<file path="config.mk">
export PLATFORM = sky130hd
export DESIGN_NAME = midpoint_line_rasterizer
export DESIGN_NICKNAME = d
export VERILOG_FILES = /design/src/design/mlr_pkg.sv /design/src/design/mlr_front.sv /design/src/design/mlr_queue.sv /design/src/design/mlr_back.sv /design/src/design/midpoint_line_rasterizer.sv
export SDC_FILE = /design/constraint.sdc
export NUM_CORES = 1
export LEC_CHECK = 0
export ABC_AREA = 1
export ABC_CLOCK_PERIOD_IN_PS = 6700
export CORE_UTILIZATION = 40
export DETAILED_ROUTE_END_ITERATION = 8
export DONT_BUFFER_PORTS = 1
export GPL_TIMING_DRIVEN = 0
export SYNTH_ARGS = -nofsm -noshare
export SYNTH_HDL_FRONTEND = slang
export SYNTH_SLANG_ARGS = --single-unit
</file>
<file path="constraint.sdc">
create_clock -name clk -period 6.7 [get_ports clk]
set_clock_uncertainty 0.1 [all_clocks]
set_input_delay 0.335 -clock clk [delete_from_list [all_inputs] [get_ports clk]]
set_output_delay 0.335 -clock clk [all_outputs]
set_load 0.02 [all_outputs]
</file>
<file path="src/design/mlr_pkg.sv">
`timescale 1ns / 1ps
`default_nettype none
// ----------------------------------------------------------------------------
// mlr_pkg: shared types and constants of the midpoint line rasterizer
// Word formats, step kind codes, queue status and back-end states.
// ----------------------------------------------------------------------------
package mlr_pkg;

	localparam int GRID_HALF_DEF = 15;
	localparam int COORD_MAX     = 30;

	localparam logic [1:0] KIND_FIRST = 2'd0;
	localparam logic [1:0] KIND_AXIAL = 2'd1;
	localparam logic [1:0] KIND_DIAG  = 2'd2;

	typedef struct packed {
		logic [4:0] start_x;
		logic [4:0] start_y;
		logic [4:0] end_x;
		logic [4:0] end_y;
	} seg_t;

	typedef struct packed {
		logic [4:0] cell_x;
		logic [4:0] cell_y;
		logic [1:0] step_kind;
		logic       last_cell;
	} cell_t;

	// classified segment, as handed from front to back
	typedef struct packed {
		logic [4:0]        x0;
		logic [4:0]        y0;
		logic              sx_neg;
		logic              sy_neg;
		logic              x_major;
		logic [4:0]        major;
		logic signed [7:0] d0;
		logic signed [7:0] inc_axial;
		logic signed [7:0] inc_diag;
	} desc_t;

	typedef struct packed {
		logic empty;
		logic full;
	} q_stat_t;

	typedef enum logic {
		ST_IDLE,
		ST_RUN
	} back_state_t;

endpackage
`default_nettype wire

</file>
<file path="src/design/mlr_front.sv">
`timescale 1ns / 1ps
`default_nettype none
// ----------------------------------------------------------------------------
// mlr_front: segment intake and classification
// Saturates endpoints, derives deltas, major axis and decision terms.
// ----------------------------------------------------------------------------
module mlr_front import mlr_pkg::*; #(
	parameter int GRID_HALF = GRID_HALF_DEF
) (
	input  wire logic    start,
	input  wire seg_t    seg,
	input  wire q_stat_t q_stat,
	output logic         busy,
	output logic         push,
	output desc_t        desc
);

	localparam int CoordLimit = (2 * GRID_HALF < COORD_MAX) ? 2 * GRID_HALF : COORD_MAX;
	localparam logic [4:0] LIMIT = CoordLimit[4:0];

	logic [4:0]        x0, y0, x1, y1;
	logic signed [5:0] dx, dy;
	logic [4:0]        adx, ady;
	logic              x_major;
	logic [4:0]        major, minor;
	logic [7:0]        two_minor, two_major;

	function automatic logic [4:0] clamp(input logic [4:0] v);
		clamp = (v > LIMIT) ? LIMIT : v;
	endfunction

	always_comb begin
		x0 = clamp(seg.start_x);
		y0 = clamp(seg.start_y);
		x1 = clamp(seg.end_x);
		y1 = clamp(seg.end_y);
		dx = $signed({1'b0, x1}) - $signed({1'b0, x0});
		dy = $signed({1'b0, y1}) - $signed({1'b0, y0});
		adx = dx[5] ? 5'(-dx) : dx[4:0];
		ady = dy[5] ? 5'(-dy) : dy[4:0];
		x_major = adx > ady;
		major = x_major ? adx : ady;
		minor = x_major ? ady : adx;
		two_minor = {2'b00, minor, 1'b0};
		two_major = {2'b00, major, 1'b0};

		desc.x0        = x0;
		desc.y0        = y0;
		desc.sx_neg    = dx[5];
		desc.sy_neg    = dy[5];
		desc.x_major   = x_major;
		desc.major     = major;
		desc.d0        = $signed(two_minor - {3'b000, major});
		desc.inc_axial = $signed(two_minor);
		desc.inc_diag  = $signed(two_minor - two_major);
	end

	assign busy = q_stat.full;
	assign push = start && !q_stat.full;

endmodule
`default_nettype wire

</file>
<file path="src/design/mlr_queue.sv">
`timescale 1ns / 1ps
`default_nettype none
// ----------------------------------------------------------------------------
// mlr_queue: two-entry segment queue
// Decouples intake from the cell stepper.
// ----------------------------------------------------------------------------
module mlr_queue import mlr_pkg::*; (
	input  wire logic  clk,
	input  wire logic  arst_n,
	input  wire logic  push,
	input  wire desc_t wr_desc,
	input  wire logic  pop,
	output desc_t      rd_desc,
	output q_stat_t    q_stat
);

	desc_t      mem_q [2];
	logic       wr_ptr_q, rd_ptr_q;
	logic [1:0] count_q;

	always_ff @(posedge clk) begin
		if (push) begin
			mem_q[wr_ptr_q] <= wr_desc;
		end
	end

	always_ff @(posedge clk or negedge arst_n) begin
		if (!arst_n) begin
			wr_ptr_q <= 1'b0;
			rd_ptr_q <= 1'b0;
			count_q  <= 2'd0;
		end else begin
			if (push) begin
				wr_ptr_q <= !wr_ptr_q;
			end
			if (pop) begin
				rd_ptr_q <= !rd_ptr_q;
			end
			if (push && !pop) begin
				count_q <= count_q + 2'd1;
			end else if (pop && !push) begin
				count_q <= count_q - 2'd1;
			end
		end
	end

	assign rd_desc      = mem_q[rd_ptr_q];
	assign q_stat.empty = (count_q == 2'd0);
	assign q_stat.full  = (count_q == 2'd2);

endmodule
`default_nettype wire

</file>
<file path="src/design/mlr_back.sv">
`timescale 1ns / 1ps
`default_nettype none
// ----------------------------------------------------------------------------
// mlr_back: midpoint cell stepper
// Walks one queued segment a cell per cycle and registers each word.
// ----------------------------------------------------------------------------
module mlr_back import mlr_pkg::*; (
	input  wire logic    clk,
	input  wire logic    arst_n,
	input  wire q_stat_t q_stat,
	input  wire desc_t   rd_desc,
	output logic         pop,
	output logic         cell_valid,
	output cell_t        cell_word
);

	back_state_t       state_q, state_d;
	desc_t             cur_q;
	logic [4:0]        x_q, y_q, rem_q;
	logic signed [7:0] d_q;
	logic [1:0]        kind_q;
	logic              valid_q;
	cell_t             cell_q;
	logic              last;
	logic              step_x, step_y;

	assign last = (rem_q == 5'd0);

	// next state
	always_comb begin
		state_d = state_q;
		case (state_q)
			ST_IDLE: begin
				if (!q_stat.empty) begin
					state_d = ST_RUN;
				end
			end
			ST_RUN: begin
				if (last && q_stat.empty) begin
					state_d = ST_IDLE;
				end
			end
			default: state_d = ST_IDLE;
		endcase
	end

	// outputs of the controller
	always_comb begin
		pop = 1'b0;
		case (state_q)
			ST_IDLE: pop = !q_stat.empty;
			ST_RUN:  pop = last && !q_stat.empty;
			default: pop = 1'b0;
		endcase
	end

	// negative decision: axial step along the major axis only
	assign step_x = !d_q[7] || cur_q.x_major;
	assign step_y = !d_q[7] || !cur_q.x_major;

	always_ff @(posedge clk or negedge arst_n) begin
		if (!arst_n) begin
			state_q <= ST_IDLE;
			valid_q <= 1'b0;
		end else begin
			state_q <= state_d;
			valid_q <= (state_q == ST_RUN);
		end
	end

	always_ff @(posedge clk) begin
		if (state_q == ST_RUN) begin
			cell_q.cell_x    <= x_q;
			cell_q.cell_y    <= y_q;
			cell_q.step_kind <= kind_q;
			cell_q.last_cell <= last;
		end
		if (pop) begin
			cur_q  <= rd_desc;
			x_q    <= rd_desc.x0;
			y_q    <= rd_desc.y0;
			d_q    <= rd_desc.d0;
			rem_q  <= rd_desc.major;
			kind_q <= KIND_FIRST;
		end else if (state_q == ST_RUN && !last) begin
			if (step_x) begin
				x_q <= cur_q.sx_neg ? x_q - 5'd1 : x_q + 5'd1;
			end
			if (step_y) begin
				y_q <= cur_q.sy_neg ? y_q - 5'd1 : y_q + 5'd1;
			end
			d_q    <= d_q + (d_q[7] ? cur_q.inc_axial : cur_q.inc_diag);
			kind_q <= d_q[7] ? KIND_AXIAL : KIND_DIAG;
			rem_q  <= rem_q - 5'd1;
		end
	end

	assign cell_valid = valid_q;
	assign cell_word  = cell_q;

endmodule
`default_nettype wire

</file>
<file path="src/design/midpoint_line_rasterizer.sv">
`timescale 1ns / 1ps
`default_nettype none
// When the stepper is idle, the first cell word of a segment passes the queue entry,
// the stepper registers and the output register. A segment has max(|dx|,|dy|)+1
// cells (up to 31); the stepper issues one cell per cycle, and a queued segment
// follows with no gap, else the stepper first passes through its idle state. busy
// rises while two segments wait in the queue. The receiver cannot stall: each word
// is strobed once. Reset (arst_n low) empties the queue, idles the stepper at once.
// ----------------------------------------------------------------------------
// midpoint_line_rasterizer: Bresenham line cell generator
// Takes a segment between two grid endpoints and emits each line cell in order.
// ----------------------------------------------------------------------------
module midpoint_line_rasterizer import mlr_pkg::*; #(
	parameter int GRID_HALF = GRID_HALF_DEF
) (
	input  wire logic clk,
	input  wire logic arst_n,
	input  wire logic start,
	input  wire seg_t seg,
	output logic      busy,
	output logic      cell_valid,
	output cell_t     cell_word
);

	// front to queue
	logic    push;
	desc_t   wr_desc;
	// queue to back
	desc_t   rd_desc;
	q_stat_t q_stat;
	logic    pop;

	// Front: saturate the endpoints, pick the major axis and prepare the
	// decision variable and its two increments; push one word per segment.
	mlr_front #(
		.GRID_HALF(GRID_HALF)
	) u_front (
		.start (start),
		.seg   (seg),
		.q_stat(q_stat),
		.busy  (busy),
		.push  (push),
		.desc  (wr_desc)
	);

	// Queue: hold up to two classified segments so intake runs ahead of
	// the stepper.
	mlr_queue u_queue (
		.clk    (clk),
		.arst_n (arst_n),
		.push   (push),
		.wr_desc(wr_desc),
		.pop    (pop),
		.rd_desc(rd_desc),
		.q_stat (q_stat)
	);

	// Back: advance one cell per cycle, axial on a negative decision and
	// diagonal otherwise, and register each cell word for the receiver.
	mlr_back u_back (
		.clk       (clk),
		.arst_n    (arst_n),
		.q_stat    (q_stat),
		.rd_desc   (rd_desc),
		.pop       (pop),
		.cell_valid(cell_valid),
		.cell_word (cell_word)
	);

endmodule
`default_nettype wire

</file>
# Word level (Yosys, flattened, before mapping)
# Memories as Yosys holds them, arrays and structs flattened.
# Cells that the tools add are included.
[totals]
elab_cells = 96
ram_bits = 78
memories = 1
output_inout_bits = 15
ff_bits = 63
inputBits = 23
[classes]
bitwise_logic = 1
reduce_logical = 25
muxes = 30
n_eq_ne = 1
add_sub_neg = 14
order_cmp = 5
[memory_table]
columns = ["name", "depth", "width", "rd", "rd_clocked_by_memory_dff", "write_ports", "line_no", "text"]
rows = [
  ["u_queue.mem_q", 2, 39, 1, 0, 1, "mlr_queue.sv:17", "desc_t mem_q [2];"],
]
[ops]
columns = ["op", "n"]
rows = [
  ["$mux W5", 18],
  ["$mux W8", 3],
  ["$gt A5 B5 Y1 const B", 4],
  ["$sub A5 B1 Y5 const B", 3],
  ["$sub A5 B5 Y6", 2],
  ["$add A5 B1 Y5 const B", 2],
  ["$neg A5 Y5", 2],
  ["$logic_not A1 Y1", 9],
  ["$add A8 B8 Y8", 1],
  ["$reduce_bool A2 Y1", 4],
  ["$sub A6 B5 Y7", 1],
  ["$sub A6 B6 Y7", 1],
  ["$logic_and A1 B1 Y1", 6],
  ["$mux W2", 3],
  ["$gt A5 B5 Y1", 1],
  ["$logic_not A5 Y1", 1],
  ["$mux W1", 4],
  ["$pmux W1 S2", 2],
  ["$reduce_and A2 Y1", 2],
  ["$add A2 B1 Y2 const B", 1],
  ["$eq A2 B2 Y1 const B", 1],
  ["$logic_not A2 Y1", 1],
  ["$logic_or A1 B1 Y1", 2],
  ["$sub A2 B1 Y2 const B", 1],
  ["$not A1 Y1", 1],
]

# Depth between registers and ports, before layout
# Gate-level depths: netlist of the first run.
[logic_depth]
depth_word = 8
ltp_mapped = 30

# By module
# From an unflattened synthesis of the first run, not the netlist that was laid out.
[unflattened]
hier_cells = 697
hier_area_um2 = 7888.8
[modules_own_cells]
columns = ["mod", "n_inst", "area_each_um2", "seq_area_each_um2", "cells_each"]
rows = [
  ["mlr_queue", 1, 3439.5, 2622.5, 156],
  ["mlr_back", 1, 2892.8, 1741.7, 254],
  ["mlr_front", 1, 1556.5, 0.0, 287],
]

# Worst setup path before layout of the first run
# Ideal clock, no wire load.
[synth_timing]
kind = "in2reg"
start = "in seg[17] (netlist name)"
end = "mem u_queue.mem_q[0][18] (netlist name) (data pin)"
n_path_buf = 0
setup_ns = 0.264
t_required_ns = 6.336
cell_stages = 26
arrival_ns = 3.825
path_slack_ns = 2.511
path_cell_list = "nand3_1 -> o21a_1 -> ha_1 -> fa_1 -> ha_1 -> inv_1 -> nor2_1 -> inv_1 -> nand2_1 -> nand2_1 -> nand2_1 -> inv_1 -> ha_1 -> nand2_1 -> nor2_2 -> nand2_1 -> nand3_2 -> nand2_4 -> clkinv_1 -> nand2_1 -> nand2_2 -> ha_1 -> a21oi_1 -> o21ai_0 -> o21bai_1 -> xnor2_1"
[synth_rtl]
columns = ["element", "line_no", "text"]
rows = [
  ["from (decl)", "midpoint_line_rasterizer.sv:19", "input wire seg_t seg,"],
  ["to (decl)", "mlr_queue.sv:17", ""],
]

==> results of run 1 <==
## flip-flops by register name, summed over array words and instances (netlist names)
name and cells:
u_queue.wr_ptr_q 1, u_queue.rd_ptr_q 1, u_back.x_q 5, u_back.y_q 5, u_back.cur_q 14, u_back.rem_q 5
u_queue.count_q 2, u_back.d_q 7, u_back.cell_valid 1, u_back.state_q 1, u_back.cell_word 13, u_back.kind_q 2
u_queue.mem_q 70
## Yosys cell counts (5+ instances only)
cell type and count:
edfxtp_1 119, nor2_1 34, xor2_1 15, xnor2_1 8
a31oi_1 11, a21oi_1 21, nand2_1 199, dfrtp_1 6
nand2_2 5, clkbuf_1 21, or2_2 5, inv_1 80
nand4_1 5, o21ai_0 13, fa_1 6, ha_1 36
nand3_1 35
## worst register-to-register path: cells and delay by family (launching register included)
family | cells | cell delay [ns]
AOI/OAI and AO/OA | 2 | 0.34
xor gates and xnor gates | 1 | 0.08
adders and majority gates | 1 | 0.29
buffers and inverters | 3 | 0.74
DFF | 1 | 0.31
and+or+nand+nor | 7 | 0.73
## final cells by class
type	count	area, um2	area share, %
inverters	83	311.5	4.142
clock buffers	17	425.4	5.656
well taps	216	270.3	3.593
plain buffers	29	121.4	1.614
multi-input cells	421	2405	31.97
repair buffers	3	57.56	0.7653
flip-flops and latches	127	3764	50.04
clock inverters	14	166.4	2.213
## power by group through the flow
stage	clock, mW	combinational, mW	sequential (mW)
after floorplan	0	1.36	1.63
after global placement	0	1.75	1.67
after detailed placement	0	1.84	1.67
after CTS	0.921	1.86	1.66
after global routing	0.962	2.11	1.69
final	0.912	1.84	1.66
## kinds of logic (layout without fill, tap and decap cells)
group | after synthesis | count (layout)
simple gates | 292 | 292
flops | 127 | 127
buf+inv | 112 | 146
compound gates | 64 | 64
fa+ha+maj | 42 | 42
xor+xnor | 23 | 23
## through the flow
step                      cells  setup WS [ns]  util, %
after global routing        910          1.870    47.01
final                       910          2.300    47.01
after detailed placement    878          1.915    43.24
after floorplan             660          2.512        -
after global placement      876          2.010    42.85
after CTS                   910          2.344    47.01
## layer usage
layer	GRT usage, %	part of all wire [%]
met5	0	0
met4	7.661	2.4
met3	3.690	3.7
met2	29.60	49
met1	21.12	45
## how the worst max path moves through the flow
stage,from,slack [ns],cells after the start,end
floorplan,seg[17],2.51,26,u_queue.mem_q[0][18]$_DFFE_PP_
global placement,seg[17],2.01,25,u_queue.mem_q[0][20]$_DFFE_PP_
detailed placement,seg[14],1.92,26,u_queue.mem_q[1][18]$_DFFE_PP_
CTS,seg[14],2.34,25,u_queue.mem_q[0][20]$_DFFE_PP_
global route,seg[14],1.87,26,u_queue.mem_q[0][18]$_DFFE_PP_
finish,seg[14],2.30,26,u_queue.mem_q[1][18]$_DFFE_PP_
## timing repair
item	CTS	global route
setup endpoints to repair	0	0
hold endpoints to repair	6	0
hold buffers	1	0
==> load_flow_metrics.sql, run 1 <==
INSERT INTO impl_metrics (metric_group, metric, value, unit) VALUES
('status', 'run_status', 'finished, final reports clean', ''),
('worst_setup_path', 'critPathTopFamily', 'adder cells', ''),
('worst_hold_path', 'worstHoldPathCells', '1', ''),
('clock_network', 'postCtsResizedCells', '0', ''),
('clock_network', 'cts_buffer_depth', '2', ''),
('pwr', 'finalPower', '4.412', 'mW'),
('global_routing', 'antenna_found_initial', '0', ''),
('worst_hold_path', 'hp-class', 'in2reg', ''),
('layout', 'layout.cells.most_common_list', 'nand2_1 (199), edfxtp_1 (119), inv_1 (80)', ''),
('placement', 'routability_congestion_estimate_from_global_placement', '0.8495', ''),
('die', 'floorplan.die.height', '130.3', 'um'),
('pwr', 'seq_power_share', '37.5', '%'),
('yosys', 'number_of_flip_flops_and_latches_in_the_synthesized_netlist', '127', ''),
('sta', 'tightestPinTransition', '0.7117', 'ns'),
('yosys', 'post_synth_mux_area_share', '0', '%'),
('yosys', 'yosys.area_share.adder', '8.663', '%'),
('yosys', 'synthesis_warning_total', '0', ''),
('worst_setup_path', 'cell_with_the_largest_stage_delay_on_the_worst_path', 'fa_1', ''),
('pwr', 'portion_of_total_power_attributed_to_combinational_logic', '41.8', '%'),
('worst_setup_path', 'cp_slowest_stage_delay', '0.40', 'ns'),
('yosys', 'postSynth.asyncResetShare', '4.724', '%'),
('pwr', 'power.switching', '1.711', 'mW'),
('yosys', 'synth_nets', '725', ''),
('layout', 'finish.net_count', '747', ''),
('global_routing', 'grt_first_pass_wirelength', '22.00', 'mm'),
('yosys', 'netlist_cell_types', '38', ''),
('placement', 'dp.final_hpwl', '9.826', 'mm'),
('clock_network', 'cts_tree', 'built', ''),
('worst_setup_path', 'worstReg2RegEnd', 'u_back.d_q[6]$_DFFE_PP_', ''),
('layout', 'antenna_cells', '0', ''),
('die', 'floorplan.initialDensity', '41.16', '%'),
('layout', 'most_common_cell_after_layout_fill_and_taps_aside', 'nand2_1', ''),
('yosys', 'yosys.area.top_type_share', '54.26', '%'),
('clock_network', 'cts.repair_timing.setup_buffer_count', '0', ''),
('worst_setup_path', 'cp-start-kind', 'input port', ''),
('sta', 'period_needed', '4.400', 'ns'),
('routing', 'post_drt_wl_per_cell', '14.53', 'um'),
('global_routing', 'grt_max_degree', '32', ''),
('pwr', 'peakVddDrop', '0.0002233', 'V'),
('die', 'die_area', '0.01698', 'mm2'),
('worst_setup_path', 'timing.critical_path.arrival', '4.53', 'ns'),
('global_routing', 'globalRouteOverflowTotal', '0', ''),
('sta', 'setup_viol', '0', ''),
('global_routing', 'grt_pass1_vias', '4409', ''),
('sta', 'final-hold-violation-count', '0', ''),
('pwr', 'total_leakage_power', '3.275', 'nW'),
('worst_setup_path', 'worstSetupPathType', 'in2reg', ''),
('worst_setup_path', 'kind_of_end_point_of_the_critical_path', 'flop', ''),
('worst_setup_path', 'worst-r2r-cell-count', '14', ''),
('sta', 'final.setup.tns', '0', 'ns'),
('yosys', 'synth_edf_count', '119', ''),
('placement', 'placed_cell_area', '0.006919', 'mm2'),
('layout', 'fillerInstances', '1514', ''),
('worst_hold_path', 'min-delay-start', 'seg[19]', ''),
('routing', 'drt-pass1-iter-count', '6', ''),
('layout', 'area.growth.synth_to_final', '14.19', '%'),
('routing', 'drt.antenna.violating_nets', '0', ''),
('die', 'design.core.area', '0.01600', 'mm2'),
('die', 'die_x', '130.3', 'um'),
('worst_setup_path', 'regToRegStartpoint', 'u_back.d_q[7]$_DFFE_PP_', ''),
('routing', 'drt-initial-drc-count', '266', ''),
('yosys', 'synth_sequential_area_ratio', '57.14', '%'),
('yosys', 'postSynth.topFlopCell', 'edfxtp_1', ''),
('yosys', 'synth_compound_gate_area_share', '6.003', '%'),
('die', 'row_count', '46', ''),
('yosys', 'syn_area_per_cell', '9.979', 'um2'),
('worst_setup_path', 'critical_path_required', '6.83', 'ns'),
('worst_setup_path', 'critPathMaxFanout', '7', ''),
('worst_setup_path', 'r2r_setup_slack', '3.87', 'ns'),
('routing', 'drt_drc_violations_left', '0', ''),
('yosys', 'synth_simple_gate_area_share', '18.56', '%');
No activity file was read; power rests on OpenSTA's default activity.
==> inputs of run 2 (changes only) <==
Settings changed: ABC_CLOCK_PERIOD_IN_PS 6700 to 4000.
Clock period 6.7 ns to 4 ns, I/O delays scaled along.
==> run 2 against run 1 <==
Against the previous run:
- final area grew 4.4%
- critical path depth shrank 4
- wire length grew 0.82%
- setup slack lost 2.1 ns
- sequential cell count is the same
- clock power grew 75%
- first-iteration DRC count shrank 21%
- largest cell class unchanged
- highest routed layer unchanged
==> load_flow_metrics.sql, run 2 (synthesis gave the netlist of run 1 again) <==
INSERT INTO impl_metrics (metric_group, metric, value, unit) VALUES
('global_routing', 'grt_first_pass_wirelength', '21.82', 'mm'),
('pwr', 'clkPwrFrac', '20.8', '%'),
('layout', 'finish.net_count', '765', ''),
('routing', 'routed_via_density', '4.766', ''),
('worst_setup_path', 'cp_slowest_stage_delay', '0.56', 'ns'),
('placement', 'numPortBuffers', '0', ''),
('placement', 'routability_congestion_estimate_from_global_placement', '0.8605', ''),
('clock_network', 'cts_htree_levels', '4', ''),
('job', 'maxCapViolations', '0', ''),
('worst_setup_path', 'critical_path.n_buffers_inverters', '5', ''),
('global_routing', 'antenna_found_initial', '0', ''),
('clock_network', 'tritoncts_num_sinks', '127', ''),
('sta', 'drv_slew', '0', ''),
('die', 'design.core.area', '0.01600', 'mm2'),
('worst_setup_path', 'critPathTopFamily', 'adder cells', ''),
('layout', 'area.growth.synth_to_final', '19.19', '%'),
('sta', 'holdWs', '0.02828', 'ns'),
('worst_setup_path', 'path_cells', 'inv_1, o21a_2, ha_2, fa_2, buf_4, nand3_1, nand3_1, nand3_1, nand2_1, inv_1, ha_4, nand2_1, nor2_2, nand2_2, nand3_4, nand2_4, buf_6, o21a_4, buf_4, fa_1, o21ai_2, xor2_1', ''),
('sta', 'tightestPinTransition', '0.7028', 'ns'),
('clock_network', 'cts_buffer_depth', '2', ''),
('worst_setup_path', 'kind_of_end_point_of_the_critical_path', 'flop', ''),
('worst_hold_path', 'holdPathEnd', 'u_queue.mem_q[0][31]$_DFFE_PP_', ''),
('placement', 'dp.final_hpwl', '9.635', 'mm'),
('die', 'die_area', '0.01698', 'mm2'),
('worst_setup_path', 'regToRegStartpoint', 'u_back.d_q[7]$_DFFE_PP_', ''),
('clock_network', 'cts_root_buffer', 'clkbuf_16', ''),
('routing', 'wl', '13.33', 'mm'),
('global_routing', 'globalRouteOverflowTotal', '0', ''),
('worst_setup_path', 'timing.critical_path.depth', '22', ''),
('sta', 'period_needed', '3.803', 'ns'),
('worst_setup_path', 'cell_with_the_largest_stage_delay_on_the_worst_path', 'fa_2', ''),
('status', 'run_status', 'finished, final reports clean', ''),
('die', 'die_x', '130.3', 'um'),
('sta', 'final-hold-violation-count', '0', ''),
('routing', 'drt_drc_violations_left', '0', ''),
('worst_hold_path', 'hp-class', 'in2reg', ''),
('die', 'row_count', '46', ''),
('layout', 'largest-register', 'u_queue.mem_q', ''),
('layout', 'largest_register_ffs', '70', ''),
('die', 'floorplan.initialDensity', '41.16', '%'),
('die', 'count_of_pins_on_the_block_boundary', '38', ''),
('routing', 'drt-initial-drc-count', '211', ''),
('worst_setup_path', 'critical_path_required', '4.14', 'ns'),
('global_routing', 'grt_max_degree', '32', ''),
('clock_network', 'clkSlewWorstSetupHoldPaths', '0.06', 'ns'),
('die', 'floorplan.die.height', '130.3', 'um'),
('worst_hold_path', 'min-delay-start', 'seg[12]', ''),
('sta', 'setup_viol', '0', ''),
('pwr', 'portion_of_total_power_attributed_to_combinational_logic', '43.3', '%'),
('pwr', 'total_leakage_power', '3.356', 'nW'),
('layout', 'layout.cells.most_common_list', 'nand2_1 (192), edfxtp_1 (119), inv_1 (80)', ''),
('worst_setup_path', 'critPathMaxFanout', '10', ''),
('worst_hold_path', 'worstHoldPathCells', '1', ''),
('sta', 'final.setup.tns', '0', 'ns'),
('worst_setup_path', 'worstReg2RegEnd', 'u_back.d_q[7]$_DFFE_PP_', ''),
('routing', 'post_drt_wl_per_cell', '14.37', 'um'),
('worst_setup_path', 'timing.critical_path.arrival', '3.94', 'ns'),
('worst_setup_path', 'cp-start-kind', 'input port', ''),
('clock_network', 'tritoncts.num_buffers', '17', ''),
('layout', 'layout-drive-gt1-share', '13.48', '%'),
('pwr', 'finalPower', '7.708', 'mW'),
('worst_setup_path', 'worst-r2r-cell-count', '12', ''),
('clock_network', 'cts_tree', 'built', ''),
('clock_network', 'insertion_delay', '0.41', 'ns'),
('global_routing', 'grt_pass1_vias', '4445', ''),
('pwr', 'p_int', '4.754', 'mW'),
('worst_setup_path', 'worst_path_most_repeated_cell', 'nand3_1', ''),
('sta', 'finalCritPeriodShare', '95.07', '%'),
('routing', 'drt.antenna.violating_nets', '0', ''),
('routing', 'vias', '4423', ''),
('worst_setup_path', 'worstSetupPathType', 'in2reg', ''),
('pwr', 'power.switching', '2.953', 'mW'),
('pwr', 'seq_power_share', '35.9', '%'),
('pwr', 'p_sw_share', '38.32', '%'),
('pwr', 'peakVddDrop', '0.0004266', 'V'),
('global_routing', 'grt_use_total', '17.16', '%'),
('layout', 'antenna_cells', '0', ''),
('pwr', 'power_density', '981.9', 'mW/mm2'),
('worst_setup_path', 'r2r_setup_slack', '1.22', 'ns'),
('sta', 'fmaxAchievable', '0.2630', 'GHz'),
('sta', 'relative_slew_slack', '52.65', '%'),
('layout', 'most_common_cell_after_layout_fill_and_taps_aside', 'nand2_1', ''),
('routing', 'drt-pass1-iter-count', '4', '');
==> run 2: cell types whose count changed in the layout (fill, tap and decap cells not counted), sizes merged <==
cell         delta
dlygate4sd3     +9
clkinv          -4
buf             +9
clkbuf          +1
clkinvlp        +2
bufinv          +1
==> run 2: worst register-to-register path: cells and delay by family (launching register included) <==
kind	cells	cell delay (ns)
and+or+nand+nor	5	0.46
AOI/OAI and AO/OA	3	0.51
buffers and inverters	2	0.50
DFF	1	0.36
adders and majority gates	1	0.47
xor gates and xnor gates	1	0.14
==> run 2: how the worst max path moves through the flow <==
stage               startpoint                        endpoint  slack, ns
finish                 seg[14]  u_queue.mem_q[0][17]$_DFFE_PP_       0.20
global placement       seg[17]  u_queue.mem_q[0][20]$_DFFE_PP_      -0.50
CTS                    seg[14]  u_queue.mem_q[1][18]$_DFFE_PP_       0.06
detailed placement     seg[14]  u_queue.mem_q[0][20]$_DFFE_PP_      -0.63
floorplan              seg[17]  u_queue.mem_q[0][18]$_DFFE_PP_       0.02
global route           seg[12]  u_queue.mem_q[1][18]$_DFFE_PP_      -0.02
==> run 2: timing repair <==
item / CTS / global route
pin swaps: 1 / 9
gates resized for setup: 6 / 21
endpoints found under the hold margin: 22 / 0
hold buffers: 10 / 0
setup endpoints to repair: 6 / 10
buffers inserted: 0 / 9
==> run 2: power by group through the flow <==
stage                     sequential, mW  combinational, mW  clock (mW)
final                               2.77               3.34        1.60
after global routing                2.84               3.77        1.67
after CTS                           2.78               3.22        1.62
after detailed placement            2.80               3.10           0
after global placement              2.79               2.96           0
after floorplan                     2.74               2.31           0
==> run 2: area by class of cell <==
class | instances | area (um2)
Fill cell | 1447 | 8150
Inverter | 83 | 315.3
Timing Repair Buffer | 21 | 207.7
Tap cell | 216 | 270.3
Sequential cell | 127 | 3764
Multi-Input combinational cell | 421 | 2554
Clock buffer | 18 | 429.2
Buffer | 29 | 121.4
Clock inverter | 13 | 188.9
==> run 2: metal layers <==
layer	share of wire (%)	global-route usage (%)
met2	50	29.91
met5	0	0
met4	1.6	7.045
met1	45	21.09
met3	3.7	2.829
==> run 2: stage by stage <==
stage	cell area, um2	setup slack [ns]	util (%)	std cells
finish	7850	0.1974	49.06	928
global route	7850	-0.01959	49.06	928
CTS	7692	0.06035	48.08	919
detailed placement	6928	-0.6291	43.30	878
global placement	6873	-0.4958	42.95	876
floorplan	6603	0.02210	-	660
==> inputs of run 3 (changes only) <==
Settings changed: ABC_CLOCK_PERIOD_IN_PS 4000 to 4700, SYNTH_HIERARCHICAL set to 1.
Clock period 4 ns to 4.7 ns, I/O delays scaled along.
==> run 3 against run 2 <==
Against the previous run:
- clock power decreased by 11%
- global-route usage fell by 1.9 points
- wire length grew 6.7%
- count of clock-buffer cells in the layout decreased by 1
- area after synthesis increased by 20%
- highest routed layer unchanged
==> load_flow_metrics.sql, run 3 <==
INSERT INTO impl_metrics (metric_group, metric, value, unit) VALUES
('placement', 'numPortBuffers', '0', ''),
('job', 'maxCapViolations', '0', ''),
('layout', 'area.growth.synth_to_final', '14.32', '%'),
('sta', 'final-hold-violation-count', '0', ''),
('layout', 'antenna_cells', '0', ''),
('global_routing', 'globalRouteOverflowTotal', '0', ''),
('die', 'floorplan.die.height', '142.4', 'um'),
('yosys', 'synthesis_warning_total', '6', ''),
('worst_setup_path', 'timing.critical_path.arrival', '4.33', 'ns'),
('sta', 'final.setup.tns', '0', 'ns'),
('global_routing', 'grt_max_degree', '31', ''),
('global_routing', 'grt_first_pass_wirelength', '23.60', 'mm'),
('clock_network', 'clkSlewWorstSetupHoldPaths', '0.06', 'ns'),
('placement', 'routability_congestion_estimate_from_global_placement', '0.8263', ''),
('clock_network', 'tritoncts_num_sinks', '147', ''),
('sta', 'period_needed', '4.264', 'ns'),
('worst_setup_path', 'critical_path_required', '4.77', 'ns'),
('yosys', 'synth_sequential_area_ratio', '55.32', '%'),
('clock_network', 'cts_tree', 'built', ''),
('sta', 'setup_viol', '0', ''),
('yosys', 'number_of_flip_flops_and_latches_in_the_synthesized_netlist', '147', ''),
('routing', 'post_drt_wl_per_cell', '14.20', 'um'),
('worst_hold_path', 'worstHoldPathCells', '3', ''),
('sta', 'drv_slew', '0', ''),
('clock_network', 'cts_htree_levels', '4', ''),
('worst_setup_path', 'kind_of_end_point_of_the_critical_path', 'flop', ''),
('die', 'count_of_pins_on_the_block_boundary', '38', ''),
('routing', 'drt-pass1-iter-count', '4', ''),
('pwr', 'peakVddDrop', '0.0002983', 'V'),
('worst_setup_path', 'worstSetupPathType', 'in2reg', ''),
('pwr', 'finalPower', '7.086', 'mW'),
('worst_setup_path', 'critPathMaxFanout', '10', ''),
('yosys', 'yosys.area.top_type_share', '52.91', '%'),
('sta', 'fmaxAchievable', '0.2345', 'GHz'),
('worst_setup_path', 'regToRegStartpoint', 'u_back/d_q[7]$_DFFE_PP_', ''),
('yosys', 'netlist_cell_types', '41', ''),
('routing', 'drt.antenna.violating_nets', '0', ''),
('die', 'row_count', '50', ''),
('placement', 'dp.final_hpwl', '10.49', 'mm'),
('die', 'die_area', '0.02029', 'mm2'),
('pwr', 'power_density', '785.7', 'mW/mm2'),
('routing', 'routed_via_density', '4.669', ''),
('yosys', 'post_synth_most_frequent_cells', 'nand2_1 (183), edfxtp_1 (139), inv_1 (86), mux2_4 (39), nand3_1 (38)', ''),
('yosys', 'syn_area_per_cell', '11.32', 'um2'),
('layout', 'finish.net_count', '796', ''),
('yosys', 'post_synth_main_area_contributors', 'edfxtp_1 (53%), nand2_1 (8.7%), mux2_4 (7.4%)', ''),
('routing', 'drt_drc_violations_left', '0', ''),
('layout', 'layout.area.seq', '0.004364', 'mm2'),
('layout', 'largest-register', 'u_queue/mem_q', ''),
('worst_setup_path', 'cp-start-kind', 'input port', ''),
('worst_hold_path', 'hp-class', 'in2reg', ''),
('sta', 'tightestPinTransition', '0.6734', 'ns'),
('global_routing', 'grt_use_total', '15.25', '%'),
('worst_setup_path', 'worst-r2r-cell-count', '16', ''),
('sta', 'finalCritPeriodShare', '90.72', '%'),
('worst_setup_path', 'r2r_setup_slack', '2.03', 'ns'),
('worst_hold_path', 'min-delay-start', 'start', ''),
('global_routing', 'grt_pass1_vias', '4759', ''),
('clock_network', 'tritoncts.num_buffers', '17', ''),
('layout', 'multi_input_area', '0.002940', 'mm2'),
('yosys', 'post_synth_inst_count', '697', ''),
('yosys', 'postSynth.topFlopCell', 'edfxtp_1', ''),
('status', 'run_status', 'finished, final reports clean', ''),
('layout', 'most_common_cell_after_layout_fill_and_taps_aside', 'nand2_1', ''),
('routing', 'drt-initial-drc-count', '223', ''),
('clock_network', 'insertion_delay', '0.41', 'ns'),
('worst_hold_path', 'holdPathEnd', 'u_queue/wr_ptr_q$_DFFE_PN0P_', ''),
('routing', 'vias', '4678', ''),
('yosys', 'synth_top_cell_by_area', 'edfxtp_1', ''),
('sta', 'relative_slew_slack', '54.63', '%'),
('die', 'die_x', '142.4', 'um'),
('pwr', 'total_leakage_power', '3.881', 'nW'),
('yosys', 'yosys.cell_count.top_type', 'nand2_1', ''),
('sta', 'rsz_0062_raised_after_global_routing', 'false', ''),
('routing', 'wl', '14.23', 'mm'),
('layout', 'layout.cells.most_common_list', 'nand2_1 (182), edfxtp_1 (139), inv_1 (85)', ''),
('yosys', 'synth_edf_count', '139', ''),
('layout', 'fillerInstances', '1719', ''),
('worst_setup_path', 'worstReg2RegEnd', 'u_back/d_q[6]$_DFFE_PP_', ''),
('die', 'design.core.area', '0.01902', 'mm2'),
('layout', 'largest_register_ffs', '84', ''),
('yosys', 'postSynth.asyncResetShare', '4.082', '%'),
('clock_network', 'cts_root_buffer', 'clkbuf_16', ''),
('die', 'floorplan.initialDensity', '41.48', '%'),
('yosys', 'netlist_area', '0.007889', 'mm2'),
('global_routing', 'antenna_found_initial', '0', ''),
('clock_network', 'cts_buffer_depth', '2', ''),
('layout', 'layout-drive-gt1-share', '19.14', '%');
-- run 3: cell count changes after synthesis, sizes merged, moves of 6 or more --
cell and delta:
mux2 +42, a21oi -6, o21ai +7, nand2 -13, nor2 -18, edfxtp +20
a31oi -11, buf +12
-- run 3: cell families after synthesis --
logic type / after synthesis / synth area share (%)
simple gates: 272 / 15.05
xor+xnor: 23 / 2.553
buf+inv: 125 / 7.994
fa+ha+maj: 43 / 7.391
mux: 42 / 7.851
flops: 147 / 55.32
other cells: 1 / 0.04754
compound gates: 44 / 3.791
-- run 3: report_power, final --
part	leakage [nW]	switching, mW	internal [mW]
combinational	2.17	1.73	1.35
sequential	1.41	0.266	2.31
clock	0.297	0.531	0.895
-- run 3: final cells by class --
cell class | count | share of cell area (%)
Clock buffer | 17 | 4.717
Multi-Input combinational cell | 428 | 32.60
Buffer | 37 | 3.191
Sequential cell | 147 | 48.39
Timing Repair Buffer | 11 | 1.387
Inverter | 88 | 3.843
Tap cell | 260 | 3.607
Clock inverter | 14 | 2.261
-- run 3: per-layer routing --
layer  GRT usage, %  share of wire (%)
met4          5.093               0.75
met1          19.17                 47
met5              0                  0
met2          26.37                 50
met3          2.793                2.4
-- run 3: worst max-delay path by stage --
stage          startpoint                        endpoint  slack, ns  depth (start not counted)
2_1_floorplan     seg[17]  u_queue/mem_q[0][23]$_DFFE_PP_       0.42                         30
3_3_place_gp      seg[17]  u_queue/mem_q[0][23]$_DFFE_PP_      -0.13                         29
3_5_place_dp      seg[17]  u_queue/mem_q[0][23]$_DFFE_PP_      -0.19                         29
4_1_cts           seg[17]  u_queue/mem_q[0][23]$_DFFE_PP_       0.23                         29
5_1_grt           seg[17]  u_queue/mem_q[1][23]$_DFFE_PP_      0.002                         29
6_report          seg[17]  u_queue/mem_q[0][23]$_DFFE_PP_       0.44                         27
-- run 3: worst max-delay path: stages --
cell	delay [ns]
nand3_1	0.06
o21a_1	0.22
ha_1	0.21
inv_1	0.11
fa_1	0.46
inv_1	0.09
ha_1	0.14
inv_1	0.05
nor2_2	0.12
nand2_1	0.07
nand3_1	0.12
nand2_2	0.08
ha_2	0.36
nand2_2	0.07
nor2_2	0.16
nand2_1	0.10
nand2_4	0.11
buf_6	0.14
nand3_1	0.10
nand2_2	0.11
inv_1	0.10
fa_2	0.40
nand3b_1	0.15
and2_1	0.18
nor2_1	0.13
nor3_2	0.08
buf_4	0.14
-- run 3: repair_timing --
item / in CTS / in global routing
hold buffers: 7 / 0
hold endpoints to repair: 18 / 0
setup endpoints to repair: 0 / 6
gates resized for setup: 0 / 8
setup buffers: 0 / 2
-- run 3: metrics by stage --
step                hold slack (ns)  cell area (um2)  setup WS, ns  util (%)  instances
floorplan                   -0.1606             7900        0.4245         -        700
global placement            -0.1604             8225       -0.1253     43.25        960
detailed placement          -0.1604             8273       -0.1930     43.50        962
CTS                         0.01822             8972        0.2271     47.18       1000
global route                0.02139             9019      0.001801     47.42       1002
finish                      0.03534             9019        0.4363     47.42       1002
